--- src/rtl/ldfc_pkg.sv ---
// Package for the LED driver frame composer.
// Types, frame constants and register indexes; no dependencies.
`default_nettype none
package ldfc_pkg;

  localparam int NUM_CH    = 5;
  localparam int FRAME_LEN = 12;
  localparam int CNT_W     = $clog2(2 * FRAME_LEN);
  localparam int IDX_W     = $clog2(FRAME_LEN);
  localparam int CH_W      = $clog2(NUM_CH);
  localparam int PADDR_W   = 4;

  localparam logic [7:0] ADDR_STANDBY = 8'h00;
  localparam logic [7:0] ADDR_COLOR   = 8'h08;
  localparam logic [7:0] ADDR_WHITE   = 8'h10;
  localparam logic [7:0] ADDR_ALL     = 8'h18;

  // register indexes (byte address / 4)
  localparam logic [1:0] REG_MODEL_BASE    = 2'd0;
  localparam logic [1:0] REG_COLOR_CURRENT = 2'd1;
  localparam logic [1:0] REG_WHITE_CURRENT = 2'd2;

  typedef logic [9:0] level_t;

  typedef enum logic [1:0] {
    KIND_WHITE,
    KIND_COLOR,
    KIND_MIXED,
    KIND_OFF
  } kind_t;

  typedef struct packed {
    logic changed;
    logic nonzero;
  } lane_flags_t;

  typedef struct packed {
    kind_t                     kind;
    logic [NUM_CH-1:0][9:0]    levels;
  } frame_desc_t;

  typedef struct packed {
    logic [7:0] model_base;
    logic [3:0] color_current;
    logic [3:0] white_current;
  } cfg_t;

endpackage
`default_nettype wire

--- src/rtl/ldfc_if.sv ---
// Valid/ready channel interfaces of the LED driver frame composer.
// Input carries five levels, output carries one frame byte; no dependencies.
`default_nettype none
interface ldfc_in_if;
  logic       valid;
  logic       ready;
  logic [9:0] red_level;
  logic [9:0] green_level;
  logic [9:0] blue_level;
  logic [9:0] cold_level;
  logic [9:0] warm_level;

  modport source(output valid, red_level, green_level, blue_level, cold_level,
                 warm_level, input ready);
  modport sink(input valid, red_level, green_level, blue_level, cold_level,
               warm_level, output ready);
endinterface

interface ldfc_out_if;
  logic       valid;
  logic       ready;
  logic [7:0] frame_byte;
  logic       frame_begin;
  logic       frame_finish;
  logic       run_last;

  modport source(output valid, frame_byte, frame_begin, frame_finish, run_last,
                 input ready);
  modport sink(input valid, frame_byte, frame_begin, frame_finish, run_last,
               output ready);
endinterface
`default_nettype wire

--- src/rtl/ldfc_lane.sv ---
// One channel lane: holds the stored level and flags change / nonzero.
// Depends on ldfc_pkg.
`default_nettype none
module ldfc_lane (
  input  wire logic                 clk,
  input  wire logic                 rst,
  input  wire logic                 accept,
  input  wire ldfc_pkg::level_t     level,
  output ldfc_pkg::lane_flags_t     flags
);
  import ldfc_pkg::*;

  level_t stored;

  always_ff @(posedge clk) begin
    if (rst) begin
      stored <= '0;
    end else if (accept) begin
      stored <= level;
    end
  end

  assign flags.changed = (level != stored);
  assign flags.nonzero = (level != '0);

endmodule
`default_nettype wire

--- src/rtl/ldfc_merge.sv ---
// Merge stage: combines lane flags into a frame kind and registers the
// frame descriptor as a one-entry skid slot. Depends on ldfc_pkg.
`default_nettype none
module ldfc_merge (
  input  wire logic                               clk,
  input  wire logic                               rst,
  input  wire logic                               accept,
  input  wire ldfc_pkg::lane_flags_t [ldfc_pkg::NUM_CH-1:0] flags,
  input  wire logic [ldfc_pkg::NUM_CH-1:0][9:0]   levels,
  input  wire logic                               take,
  output logic                                    pend_valid,
  output ldfc_pkg::frame_desc_t                   pend_desc
);
  import ldfc_pkg::*;

  logic  any_changed;
  logic  colour_on;
  logic  white_on;
  kind_t kind;

  always_comb begin
    any_changed = 1'b0;
    for (int i = 0; i < NUM_CH; i++) begin
      any_changed = any_changed | flags[i].changed;
    end
    colour_on = flags[0].nonzero | flags[1].nonzero | flags[2].nonzero;
    white_on  = flags[3].nonzero | flags[4].nonzero;
    if (!colour_on && !white_on) begin
      kind = KIND_OFF;
    end else if (!colour_on) begin
      kind = KIND_WHITE;
    end else if (!white_on) begin
      kind = KIND_COLOR;
    end else begin
      kind = KIND_MIXED;
    end
  end

  always_ff @(posedge clk) begin
    if (rst) begin
      pend_valid <= 1'b0;
    end else if (accept && any_changed) begin
      pend_valid <= 1'b1;
    end else if (take) begin
      pend_valid <= 1'b0;
    end
  end

  always_ff @(posedge clk) begin
    if (accept && any_changed) begin
      pend_desc.kind   <= kind;
      pend_desc.levels <= levels;
    end
  end

endmodule
`default_nettype wire

--- src/rtl/ldfc_serializer.sv ---
// Frame serializer: walks one descriptor out as 12 or 24 byte transactions.
// Depends on ldfc_pkg and ldfc_if.
`default_nettype none
module ldfc_serializer (
  input  wire logic                  clk,
  input  wire logic                  rst,
  input  wire ldfc_pkg::cfg_t        cfg,
  input  wire logic                  pend_valid,
  input  wire ldfc_pkg::frame_desc_t pend_desc,
  output logic                       take,
  ldfc_out_if.source                 out_ch
);
  import ldfc_pkg::*;

  localparam logic [CNT_W-1:0] LAST_ONE = CNT_W'(FRAME_LEN - 1);
  localparam logic [CNT_W-1:0] LAST_TWO = CNT_W'(2 * FRAME_LEN - 1);
  localparam logic [CNT_W-1:0] FLEN     = CNT_W'(FRAME_LEN);

  logic              busy;
  logic [CNT_W-1:0]  cnt;
  frame_desc_t       desc;

  logic              is_off;
  logic              last_byte;
  logic              step;
  logic              done;
  logic              second;
  logic [IDX_W-1:0]  idx;
  logic [IDX_W-1:0]  lvl_pos;
  logic [CH_W-1:0]   ch;
  level_t            lvl;
  logic [7:0]        mode_addr;
  logic [7:0]        cur;
  logic [7:0]        byte_val;

  assign is_off    = (desc.kind == KIND_OFF);
  assign last_byte = (cnt == (is_off ? LAST_TWO : LAST_ONE));
  assign step      = busy & out_ch.ready;
  assign done      = step & last_byte;
  assign take      = pend_valid & (~busy | done);

  always_ff @(posedge clk) begin
    if (rst) begin
      busy <= 1'b0;
      cnt  <= '0;
    end else if (take) begin
      busy <= 1'b1;
      cnt  <= '0;
    end else if (done) begin
      busy <= 1'b0;
    end else if (step) begin
      cnt <= cnt + 1'b1;
    end
  end

  always_ff @(posedge clk) begin
    if (take) begin
      desc <= pend_desc;
    end
  end

  // position within the current frame
  assign second  = (cnt >= FLEN);
  assign idx     = second ? IDX_W'(cnt - FLEN) : IDX_W'(cnt);
  assign lvl_pos = idx - IDX_W'(2);
  assign ch      = CH_W'(lvl_pos >> 1);
  assign lvl     = desc.levels[ch];

  always_comb begin
    case (desc.kind)
      KIND_WHITE: begin
        mode_addr = ADDR_WHITE;
        cur       = {4'h0, cfg.white_current};
      end
      KIND_COLOR: begin
        mode_addr = ADDR_COLOR;
        cur       = {cfg.color_current, 4'h0};
      end
      KIND_MIXED: begin
        mode_addr = ADDR_ALL;
        cur       = {cfg.color_current, cfg.white_current};
      end
      default: begin
        mode_addr = second ? ADDR_STANDBY : ADDR_ALL;
        cur       = 8'h00;
      end
    endcase

    if (idx == '0) begin
      byte_val = cfg.model_base + mode_addr;
    end else if (is_off) begin
      byte_val = 8'h00;
    end else if (idx == IDX_W'(1)) begin
      byte_val = cur;
    end else if (!lvl_pos[0]) begin
      byte_val = {6'b0, lvl[9:8]};
    end else begin
      byte_val = lvl[7:0];
    end
  end

  assign out_ch.valid        = busy;
  assign out_ch.frame_byte   = byte_val;
  assign out_ch.frame_begin  = (idx == '0);
  assign out_ch.frame_finish = (idx == IDX_W'(FRAME_LEN - 1));
  assign out_ch.run_last     = last_byte;

endmodule
`default_nettype wire

--- src/rtl/led_driver_frame_composer.sv ---
// Top level of the LED driver frame composer: APB register file, five
// channel lanes, merge stage and byte serializer.
// Depends on ldfc_pkg, ldfc_if, ldfc_lane, ldfc_merge, ldfc_serializer.
//
// Usage:
//  - in_ch carries five 10-bit levels per transaction. Each lane compares
//    its level with the one it stored and stores the new one. An item with
//    no change produces no output; any change builds one frame descriptor.
//  - out_ch carries one frame byte per transaction, with frame_begin on the
//    first byte, frame_finish on the twelfth, run_last on the last byte of
//    the item. A normal item gives 12 bytes; all-zero levels give 24 (an
//    all-off frame, then a standby frame).
//  - An item's descriptor goes through the skid slot into the serializer.
//  - Throughput: one byte per cycle while out_ch.ready is high, 12 or 24
//    bytes per changing item. A descriptor skid slot in the merge stage
//    lets the next item enter while a frame is going out.
//  - Stall: when out_ch.ready is low the current byte holds; once the skid
//    slot is full, in_ch.ready drops until the serializer takes it.
//  - Reset (rst, synchronous): stored levels clear to zero, no frame
//    pending, model_base=0, color_current=2, white_current=4.
//  - Registers at byte addresses 0, 4, 8; write only while idle.
`default_nettype none
module led_driver_frame_composer (
  input  wire logic                          clk,
  input  wire logic                          rst,
  input  wire logic                          psel,
  input  wire logic                          penable,
  input  wire logic                          pwrite,
  input  wire logic [ldfc_pkg::PADDR_W-1:0]  paddr,
  input  wire logic [31:0]                   pwdata,
  output logic [31:0]                        prdata,
  output logic                               pready,
  ldfc_in_if.sink                            in_ch,
  ldfc_out_if.source                         out_ch
);
  import ldfc_pkg::*;

  cfg_t                           cfg;
  logic                           cfg_wr;
  logic [1:0]                     reg_idx;

  logic                           accept;
  logic                           take;
  logic                           pend_valid;
  frame_desc_t                    pend_desc;
  lane_flags_t [NUM_CH-1:0]       flags;
  logic [NUM_CH-1:0][9:0]         levels;

  // ---- configuration registers ----
  assign pready  = 1'b1;
  assign reg_idx = paddr[PADDR_W-1:2];
  assign cfg_wr  = psel & penable & pwrite;

  always_ff @(posedge clk) begin
    if (rst) begin
      cfg.model_base    <= 8'd0;
      cfg.color_current <= 4'd2;
      cfg.white_current <= 4'd4;
    end else if (cfg_wr) begin
      case (reg_idx)
        REG_MODEL_BASE:    cfg.model_base    <= pwdata[7:0];
        REG_COLOR_CURRENT: cfg.color_current <= pwdata[3:0];
        REG_WHITE_CURRENT: cfg.white_current <= pwdata[3:0];
        default: ;
      endcase
    end
  end

  always_comb begin
    case (reg_idx)
      REG_MODEL_BASE:    prdata = {24'b0, cfg.model_base};
      REG_COLOR_CURRENT: prdata = {28'b0, cfg.color_current};
      REG_WHITE_CURRENT: prdata = {28'b0, cfg.white_current};
      default:           prdata = 32'b0;
    endcase
  end

  // ---- input handshake: accept while the skid slot is free or draining ----
  assign in_ch.ready = ~pend_valid | take;
  assign accept      = in_ch.valid & in_ch.ready;

  assign levels[0] = in_ch.red_level;
  assign levels[1] = in_ch.green_level;
  assign levels[2] = in_ch.blue_level;
  assign levels[3] = in_ch.cold_level;
  assign levels[4] = in_ch.warm_level;

  // ---- channel lanes ----
  for (genvar g = 0; g < NUM_CH; g++) begin : g_lane
    ldfc_lane u_lane (
      .clk    (clk),
      .rst    (rst),
      .accept (accept),
      .level  (levels[g]),
      .flags  (flags[g])
    );
  end

  // ---- merge: frame kind and pending descriptor ----
  ldfc_merge u_merge (
    .clk        (clk),
    .rst        (rst),
    .accept     (accept),
    .flags      (flags),
    .levels     (levels),
    .take       (take),
    .pend_valid (pend_valid),
    .pend_desc  (pend_desc)
  );

  // ---- byte serializer ----
  ldfc_serializer u_ser (
    .clk        (clk),
    .rst        (rst),
    .cfg        (cfg),
    .pend_valid (pend_valid),
    .pend_desc  (pend_desc),
    .take       (take),
    .out_ch     (out_ch)
  );

endmodule
`default_nettype wire

--- src/flat_wrapper.sv ---
// flat-port wrapper written by rule: the top's interface ports become plain ports
module led_driver_frame_composer_flat import ldfc_pkg::*;
  (clk, rst, psel, penable, pwrite, paddr, pwdata, prdata, pready, in_ch_valid, in_ch_red_level, in_ch_green_level, in_ch_blue_level, in_ch_cold_level, in_ch_warm_level, in_ch_ready, out_ch_valid, out_ch_frame_byte, out_ch_frame_begin, out_ch_frame_finish, out_ch_run_last, out_ch_ready);
  ldfc_in_if in_ch_i ();
  ldfc_out_if out_ch_i ();
  input  wire logic clk;
  input  wire logic rst;
  input  wire logic psel;
  input  wire logic penable;
  input  wire logic pwrite;
  input  wire logic [ldfc_pkg::PADDR_W-1:0] paddr;
  input  wire logic [31:0] pwdata;
  output logic [31:0] prdata;
  output logic pready;
  input wire logic [$bits(in_ch_i.valid)-1:0] in_ch_valid;
  input wire logic [$bits(in_ch_i.red_level)-1:0] in_ch_red_level;
  input wire logic [$bits(in_ch_i.green_level)-1:0] in_ch_green_level;
  input wire logic [$bits(in_ch_i.blue_level)-1:0] in_ch_blue_level;
  input wire logic [$bits(in_ch_i.cold_level)-1:0] in_ch_cold_level;
  input wire logic [$bits(in_ch_i.warm_level)-1:0] in_ch_warm_level;
  output wire logic [$bits(in_ch_i.ready)-1:0] in_ch_ready;
  output wire logic [$bits(out_ch_i.valid)-1:0] out_ch_valid;
  output wire logic [$bits(out_ch_i.frame_byte)-1:0] out_ch_frame_byte;
  output wire logic [$bits(out_ch_i.frame_begin)-1:0] out_ch_frame_begin;
  output wire logic [$bits(out_ch_i.frame_finish)-1:0] out_ch_frame_finish;
  output wire logic [$bits(out_ch_i.run_last)-1:0] out_ch_run_last;
  input wire logic [$bits(out_ch_i.ready)-1:0] out_ch_ready;
  assign in_ch_i.valid = in_ch_valid;
  assign in_ch_i.red_level = in_ch_red_level;
  assign in_ch_i.green_level = in_ch_green_level;
  assign in_ch_i.blue_level = in_ch_blue_level;
  assign in_ch_i.cold_level = in_ch_cold_level;
  assign in_ch_i.warm_level = in_ch_warm_level;
  assign in_ch_ready = in_ch_i.ready;
  assign out_ch_valid = out_ch_i.valid;
  assign out_ch_frame_byte = out_ch_i.frame_byte;
  assign out_ch_frame_begin = out_ch_i.frame_begin;
  assign out_ch_frame_finish = out_ch_i.frame_finish;
  assign out_ch_run_last = out_ch_i.run_last;
  assign out_ch_i.ready = out_ch_ready;
  led_driver_frame_composer u_core (.clk(clk), .rst(rst), .psel(psel), .penable(penable), .pwrite(pwrite), .paddr(paddr), .pwdata(pwdata), .prdata(prdata), .pready(pready), .in_ch(in_ch_i), .out_ch(out_ch_i));
endmodule
--- config.mk ---
export PLATFORM = sky130hd
export DESIGN_NAME = led_driver_frame_composer_flat
export DESIGN_NICKNAME = d
export VERILOG_FILES = /design/src/rtl/ldfc_pkg.sv /design/src/rtl/ldfc_if.sv /design/src/rtl/ldfc_lane.sv /design/src/rtl/ldfc_merge.sv /design/src/rtl/ldfc_serializer.sv /design/src/rtl/led_driver_frame_composer.sv /design/src/flat_wrapper.sv
export SDC_FILE = /design/constraint.sdc
export NUM_CORES = 1
export LEC_CHECK = 0
export BUFFER_PORTS_ARGS = -buffer_cell sky130_fd_sc_hd__buf_2
export CAP_MARGIN = 25
export CELL_PAD_IN_SITES_DETAIL_PLACEMENT = 1
export CELL_PAD_IN_SITES_GLOBAL_PLACEMENT = 1
export CORE_MARGIN = 3
export CORE_UTILIZATION = 30
export DETAILED_ROUTE_END_ITERATION = 12
export HOLD_SLACK_MARGIN = 0.03
export PLACE_DENSITY_LB_ADDON = 0.1
export SLEW_MARGIN = 20
export SYNTH_ARGS = -nofsm -noshare
export SYNTH_HDL_FRONTEND = slang
export SYNTH_SLANG_ARGS = --single-unit
--- constraint.sdc ---
create_clock -name clk -period 8.4 [get_ports clk]
set_input_delay 2.1 -clock clk [delete_from_list [all_inputs] [get_ports clk]]
set_output_delay 2.1 -clock clk [all_outputs]
set_load 0.1 [all_outputs]
==> results of run 1 <==
-- critical path: stages, from the launching register on --
cell	delay, ps
dfxtp_1	840
inv_1	330
ha_1	390
a21oi_1	490
mux2i_1	330
or3_1	400
a211oi_2	530
a221o_1	290
buf_2	430
-- routing by layer --
metal | up-vias | global-route usage, % | part of all wire [%]
li1 | 2531 | - | -
met1 | 2590 | 18.7 | 44
met2 | 98 | 26.0 | 50
met3 | 24 | 3.35 | 3.3
met4 | 0 | 5.27 | 2.1
met5 | - | 0 | 0
-- Yosys cell counts, types with 2 or more instances --
cell type	number	area share [%]
buf_4	25	2.4
nor4_1	26	2.1
xor2_1	51	5.8
mux4_2	2	0.58
clkbuf_1	24	1.2
nand2_1	113	5.5
mux4_1	4	1.4
or3_1	3	0.24
a21oi_1	59	3.8
nor4b_1	2	0.23
buf_6	4	0.58
a22o_1	6	0.68
nor2b_1	5	0.40
nor3_1	5	0.32
ha_1	10	1.6
a221o_1	6	0.77
o211ai_1	3	0.29
a21o_2	2	0.23
dfxtp_1	73	19
a211oi_1	3	0.29
a32oi_1	2	0.23
nor3b_1	3	0.29
inv_1	10	0.48
nand2b_1	3	0.24
and2_1	5	0.40
a211o_1	3	0.34
conb_1	2	0.097
buf_1	3	0.15
o2bb2ai_1	2	0.23
nand4_1	6	0.48
mux2i_1	27	3.5
nor2_1	35	1.7
mux2_2	2	0.29
o21ai_0	14	0.90
edfxtp_1	104	40
nand3_1	8	0.52
xnor2_1	7	0.79
-- cell type report --
| cell class | count | area (µm²) |
|---|---|---|
| sequential | 177 | 4580 |
| timing repair buffer | 92 | 473 |
| tap | 330 | 413 |
| fill | 2796 | 16200 |
| inverter | 10 | 37.5 |
| clock inverter | 15 | 184 |
| multi-input combinational | 458 | 2920 |
| clock buffer | 17 | 425 |
-- power groups by stage --
stage | registers [µW] | logic [µW] | clock network (µW)
after floorplan | 1010 | 159 | 0
after global placement | 1010 | 217 | 0
after detailed placement | 1010 | 220 | 0
after CTS | 989 | 220 | 849
after global routing | 993 | 235 | 886
final | 989 | 217 | 823
-- state kept, by name (all words and copies together), names as in the netlist --
register,flops
u_core.g_lane.u_lane.stored,50
u_core.u_merge.pend_desc,52
u_core.u_ser.cnt,5
u_core.cfg,16
u_core.u_merge.pend_valid,1
u_core.u_ser.out_ch.valid,1
u_core.u_ser.desc,52
-- placed cells by master, fill, tap and decap left out, types with 2 or more instances in the layout --
cell / count
a221o_1: 6
bufinv_16: 2
xor2_1: 51
nor2_1: 34
nor4b_1: 2
nor3b_1: 3
a211oi_1: 3
buf_4: 5
nand2b_1: 3
ha_1: 10
o211ai_1: 3
edfxtp_1: 104
inv_6: 6
o21ai_0: 14
o2bb2ai_1: 2
or3_1: 3
mux2_2: 2
clkbuf_16: 17
nor4_1: 25
inv_8: 4
nor2b_1: 5
clkinv_4: 3
nor3_1: 5
inv_1: 10
nand2_1: 113
a21o_2: 2
a22o_1: 6
mux2i_1: 27
mux4_2: 2
conb_1: 25
a21oi_1: 58
a211o_1: 3
buf_2: 87
xnor2_1: 7
nand4_1: 6
dfxtp_1: 73
nand3_1: 8
mux4_1: 4
and2_1: 5
a32oi_1: 2
-- stage by stage --
step	std cells	power [µW]	hold WS, ps
after floorplan	701	1160	400
after global placement	1067	1220	404
after detailed placement	1067	1230	405
after CTS	1099	2060	419
after global routing	1099	2110	418
final	1099	2030	417
-- cells by family after synthesis --
kind of cell,count (synthesis)
and+or+nand+nor,217
DFF,177
AOI/OAI and AO/OA,111
buffers and inverters,66
xor gates and xnor gates,58
muxes,36
adders and majority gates,11
other,2
-- worst paths after layout --
kind         cells past startpoint                                    end  slack, ps
min                              0        u_core.u_ser.desc[11]$_DFFE_PP_        420
max                              8                   out_ch_frame_byte[6]       1850
max reg2reg                      7  u_core.u_merge.pend_desc[3]$_DFFE_PP_       5350
min reg2reg                      0        u_core.u_ser.desc[11]$_DFFE_PP_        420
==> impl_metrics.py, run 1 <==
metrics = {
    "place": {
        "dp.final_hpwl_um": 15400,
        "place_ws_ps": 2140,
        "gp_congestion": 0.806,
        "portBuffers": 87,
        "placed_cell_area_um2": 8420,
    },
    "pwr": {
        "switching_share_pct": 27.4,
        "clockPowerShare_pct": 40.6,
        "p_comb_share_pct": 10.7,
        "power_switching_uw": 556,
        "seq_power_share_pct": 48.7,
        "power.density_nw_per_um2": 225,
        "vdd_ir_drop_max_mv": 0.0879,
        "cellLeakagePower_uw": 0.00354,
        "cellInternalPower_uw": 1470,
    },
    "grt": {
        "grt_max_degree": 71,
        "global_route.usage.total_pct": 15.1,
        "grt_pass1_wl_um": 32200,
        "antenna_found_initial": 0,
        "grt_overflow_total": 0,
        "grt_pass1_vias": 5576,
    },
    "worst_setup_path": {
        "critical_path_class": "flip-flop to output port",
        "critPathArrivalTime_ps": 4450,
        "end_kind": "output port",
        "worstPathRequired_ps": 6300,
        "cp_max_fo": 19,
        "worstReg2RegStart": "u_core.u_ser.desc[50]$_DFFE_PP_",
        "startpoint_type": "flip-flop",
        "crit_start": "u_core.u_ser.cnt[1]$_SDFFE_PP0P_",
    },
    "layout": {
        "postLayoutCellArea_um2": 9030,
        "final_layout_size_suffix_gt1_share_pct": 17.8,
        "syn_to_final_growth_pct": 16.6,
        "nets": 860,
        "final_core_util_pct": 35.8,
        "diodes": 0,
    },
    "routing": {
        "dr.pass1.iters": 4,
        "antenna_left": 0,
        "wire_per_inst_um": 18.9,
        "remaining_drc_errors": 0,
        "vias": 5243,
        "wirelength_um": 20800,
        "drtIter0Drc": 280,
        "viasPerCell": 4.77,
    },
    "synthesis": {
        "synth_xor_area_share_pct": 6.55,
        "synth_warnings": 0,
        "syn_area_um2": 7750,
        "synthAdderAreaFrac_pct": 1.87,
        "muxShareOfSynthArea_pct": 5.91,
        "ys_ff_latch": 177,
        "synth_seq_area_share_pct": 59.2,
        "async_flop_share_pct": 0,
        "postSynthCellCount": 678,
        "synth_compound_area_share_pct": 8.91,
        "yosys.area_share.simple_pct": 12.7,
        "synth_top_family_by_area": "simple AND/OR/NAND/NOR gates",
        "yosysUniqueCellTypes": 53,
        "synth_edf_count": 104,
        "synth_ff_type": "edfxtp_1",
        "synth.avg_cell_area_um2": 11.4,
    },
    "timing": {
        "setup_tns_ps": 0,
        "worst_pin_slew_ps": 881,
        "fin_crit_ps": 6550,
        "clock-skew-final_ps": 9.72,
        "post-route-period-util_pct": 78.0,
        "hold_viol_final": 0,
        "max_slew_margin_pct": 40.7,
        "drv_slew": 0,
        "fmax_mhz": 153,
        "rsz0062_at_grt": "no",
        "worst_slack_ps": 1850,
        "setup_viol": 0,
    },
    "floorplan": {
        "fp-row-count": 58,
        "die_area_um2": 27800,
        "initial_core_util_pct": 30.7,
        "die_w_um": 167,
        "num_io_pins": 139,
        "core-area_um2": 25300,
        "die_y_um": 167,
    },
    "clock_network": {
        "cts.repair.resized": 0,
        "numCtsBuffers": 17,
        "htreeDepth": 4,
        "numClockSinks": 177,
        "clk_path_buf_depth": 2,
        "postCtsSetupRepairBufs": 0,
        "hold_buffers": 0,
        "insertion_delay_ps": 430,
        "path_clk_slew_ps": 70,
        "tritoncts": "yes",
        "root_buffer": "clkbuf_16",
    },
    "min_path": {
        "holdCritPathClass": "flip-flop to flip-flop",
        "min-delay-start": "u_core.u_merge.pend_desc[11]$_DFFE_PP_",
    },
    "outcome": {
        "status": "finished clean",
    },
    "job": {
        "drv_cap": 0,
    },
}
No activity file was read; power rests on OpenSTA's default activity.
==> inputs of run 2 (changes only) <==
--- a/config.mk
+++ b/config.mk
@@ -5,6 +5,7 @@
 export SDC_FILE = /design/constraint.sdc
 export NUM_CORES = 1
 export LEC_CHECK = 0
+export ABC_AREA = 1
 export BUFFER_PORTS_ARGS = -buffer_cell sky130_fd_sc_hd__buf_2
 export CAP_MARGIN = 25
 export CELL_PAD_IN_SITES_DETAIL_PLACEMENT = 1
==> constraint.sdc (replaced) <==
create_clock -name clk -period 5.9 [get_ports clk]
set_input_delay 1.475 -clock clk [delete_from_list [all_inputs] [get_ports clk]]
set_output_delay 1.475 -clock clk [all_outputs]
set_load 0.1 [all_outputs]
==> run 2 against run 1 <==
Net effect:
- clock skew grew 6.5 ps
- final cell count grew 17%
- core utilization shrank 0.27 points
- global-route usage grew 0.39 points
- first-iteration DRC count grew 27%
- sequential power grew 43%
- highest routed layer unchanged
- combinational power grew 60%
- critical endpoint is now out_ch_frame_byte[3]
- largest power group unchanged
- non-clock buffer count grew 1
==> impl_metrics.py, run 2 <==
metrics = {
    "grt": {
        "grt_pass1_vias": 5844,
        "grt_max_degree": 58,
        "global_route.usage.total_pct": 15.5,
        "antenna_found_initial": 0,
        "grt_overflow_total": 0,
        "grt_pass1_wl_um": 33600,
    },
    "synthesis": {
        "ys_ff_latch": 177,
        "synth_ff_type": "edfxtp_1",
        "synth_area_leader_cell": "edfxtp_1",
        "yosysMostFrequentCell": "nor2_1",
        "synth.area.top_cells": "edfxtp_1 (39%), dfxtp_1 (18%), nor2_1 (7.2%)",
        "synth_edf_count": 104,
        "async_flop_share_pct": 0,
        "synth_seq_area_share_pct": 57.5,
        "yosysUniqueCellTypes": 32,
        "syn_area_um2": 7980,
        "synth_common_cells": "nor2_1 (154), nand2_1 (151), edfxtp_1 (104)",
        "synth.avg_cell_area_um2": 9.37,
        "synth_warnings": 0,
        "synth_top_area_share_pct": 39.2,
        "postSynthCellCount": 851,
    },
    "layout": {
        "multiInputGateArea_um2": 2930,
        "syn_to_final_growth_pct": 16.0,
        "nets": 1040,
        "final_layout_size_suffix_gt1_share_pct": 14.9,
        "final_core_util_pct": 35.5,
        "diodes": 0,
        "layout_commonest_cell": "nor2_1",
        "mostFrequentLayoutCells": "nor2_1 (154), nand2_1 (151), edfxtp_1 (104)",
        "seqCellArea_um2": 4580,
        "nFillCells": 3036,
        "top_regs": "u_core.u_merge.pend_desc: 52 flops, u_core.u_ser.desc: 52 flops, u_core.g_lane.u_lane.stored: 50 flops",
    },
    "place": {
        "portBuffers": 87,
        "dp.final_hpwl_um": 16100,
        "gp_congestion": 0.775,
    },
    "pwr": {
        "clockPowerShare_pct": 39.3,
        "p_comb_share_pct": 12.0,
        "cellInternalPower_uw": 2100,
        "cellLeakagePower_uw": 0.00383,
        "switching_share_pct": 27.6,
        "vdd_ir_drop_max_mv": 0.147,
        "power.density_nw_per_um2": 314,
        "seq_power_share_pct": 48.8,
        "power_switching_uw": 800,
    },
    "routing": {
        "dr.pass1.iters": 5,
        "wire_per_inst_um": 17.0,
        "wirelength_um": 21900,
        "drtIter0Drc": 356,
        "viasPerCell": 4.53,
        "antenna_left": 0,
        "remaining_drc_errors": 0,
        "vias": 5820,
    },
    "worst_setup_path": {
        "cp_cell_sequence": "inv_1 > ha_1 > nand2_1 > nand3_1 > nand2_1 > nand2_1 > nor2_1 > inv_1 > nand2_1 > nand2_1 > nand2_1 > buf_2",
        "worstReg2RegStart": "u_core.u_ser.cnt[1]$_SDFFE_PP0P_",
        "worstPathRequired_ps": 4430,
        "crit_slowest_cell": "dfxtp_1",
        "end_kind": "output port",
        "critical_path.most_common_cell": "nand2_1",
        "reg2regPathDepth": 9,
        "cp_max_fo": 14,
        "critPathArrivalTime_ps": 3670,
        "startpoint_type": "flip-flop",
        "rr_endpoint": "u_core.u_merge.pend_desc[4]$_DFFE_PP_",
        "rrSetupSlack_ps": 3180,
        "critical_path_class": "flip-flop to output port",
        "crit_family": "simple AND/OR/NAND/NOR gates",
        "cp_num_buf_inv": 3,
        "cpPeakStageDelay_ps": 620,
    },
    "timing": {
        "setup_tns_ps": 0,
        "max_slew_margin_pct": 51.1,
        "drv_slew": 0,
        "post-route-period-util_pct": 87.2,
        "fin_crit_ps": 5150,
        "clock-skew-final_ps": 16.2,
        "setup_viol": 0,
        "fmax_mhz": 194,
        "worst_pin_slew_ps": 734,
        "hold_viol_final": 0,
        "rsz0062_at_grt": "no",
    },
    "outcome": {
        "status": "finished clean",
    },
    "clock_network": {
        "path_clk_slew_ps": 80,
        "numCtsBuffers": 17,
        "cts.repair.resized": 0,
        "clk_path_buf_depth": 2,
        "tritoncts": "yes",
        "postCtsSetupRepairBufs": 0,
        "insertion_delay_ps": 430,
        "hold_buffers": 0,
        "root_buffer": "clkbuf_16",
        "htreeDepth": 4,
        "numClockSinks": 177,
    },
    "floorplan": {
        "die_y_um": 169,
        "initial_core_util_pct": 30.6,
        "core-area_um2": 26100,
        "fp-row-count": 59,
        "die_area_um2": 28600,
        "die_w_um": 169,
        "num_io_pins": 139,
    },
    "min_path": {
        "min_path_cells": 0,
        "min-delay-start": "u_core.u_merge.pend_desc[48]$_DFFE_PP_",
        "holdCritPathClass": "flip-flop to flip-flop",
        "holdPathEnd": "u_core.u_ser.desc[48]$_DFFE_PP_",
    },
    "job": {
        "drv_cap": 0,
    },
}
-- run 2: metrics by stage --
stage                     power, µW  hold WS, ps  setup slack, ps  instance area, µm²  std cells
after floorplan                1700          400             1180                8060        874
after global placement         1790          401             1150                8610       1250
after detailed placement       1800          406             1120                8650       1252
after CTS                      2950          410              661                9250       1284
after global routing           3030          426              366                9250       1284
final                          2900          411              755                9250       1284
-- run 2: worst reg2reg max path: cells and delay by family (launching register included) --
| kind | cells | cell delay [ps] |
|---|---|---|
| DFF | 1 | 330 |
| buffers and inverters | 4 | 1210 |
| adders and majority gates | 1 | 300 |
| and+or+nand+nor | 4 | 570 |
-- run 2: cell families after synthesis --
kind of cell | after synthesis | synth area share (%)
simple gates | 389 | 20.2
flops | 177 | 57.5
compound gates | 111 | 7.11
buf+inv | 106 | 6.90
xor+xnor | 35 | 3.84
mux | 20 | 2.51
fa+ha+maj | 11 | 1.82
other cells | 2 | 0.0942
-- run 2: how the worst max path moves through the flow --
stage,from,to,cells after the start,slack (ps)
after detailed placement,u_core.u_ser.cnt[0]$_SDFFE_PP0P_,out_ch_frame_byte[6],12,1120
after floorplan,u_core.u_ser.cnt[1]$_SDFFE_PP0P_,out_ch_frame_finish,8,1180
after global placement,u_core.u_ser.cnt[0]$_SDFFE_PP0P_,out_ch_frame_byte[2],12,1150
after CTS,u_core.u_ser.cnt[0]$_SDFFE_PP0P_,out_ch_frame_byte[6],12,660
after global routing,u_core.u_ser.cnt[0]$_SDFFE_PP0P_,out_ch_frame_byte[7],12,370
final,u_core.u_ser.cnt[0]$_SDFFE_PP0P_,out_ch_frame_byte[3],12,750
-- run 2: final cells by class --
| type | count | share of cell area (%) |
|---|---|---|
| multi-input combinational | 591 | 31.6 |
| tap | 335 | 4.53 |
| clock inverter | 11 | 0.893 |
| timing repair buffer | 93 | 5.55 |
| sequential | 177 | 49.6 |
| inverter | 56 | 2.27 |
| clock buffer | 21 | 5.56 |
-- run 2: per-layer routing --
layer  part of all wire, %  global-route usage, %  vias to the layer above
met5                     0                      0                        -
met4                   1.1                   4.09                        0
met3                   2.7                   2.62                       12
met2                    48                   25.4                       92
met1                    48                   21.3                     2751
li1                      -                      -                     2965
-- run 2: power groups by stage --
stage	Combinational, µW	Sequential [µW]	Clock [µW]
2_1_floorplan	258	1440	0
3_3_place_gp	345	1440	0
3_5_place_dp	353	1440	0
4_1_cts	354	1420	1180
5_1_grt	383	1420	1230
6_report	348	1410	1140
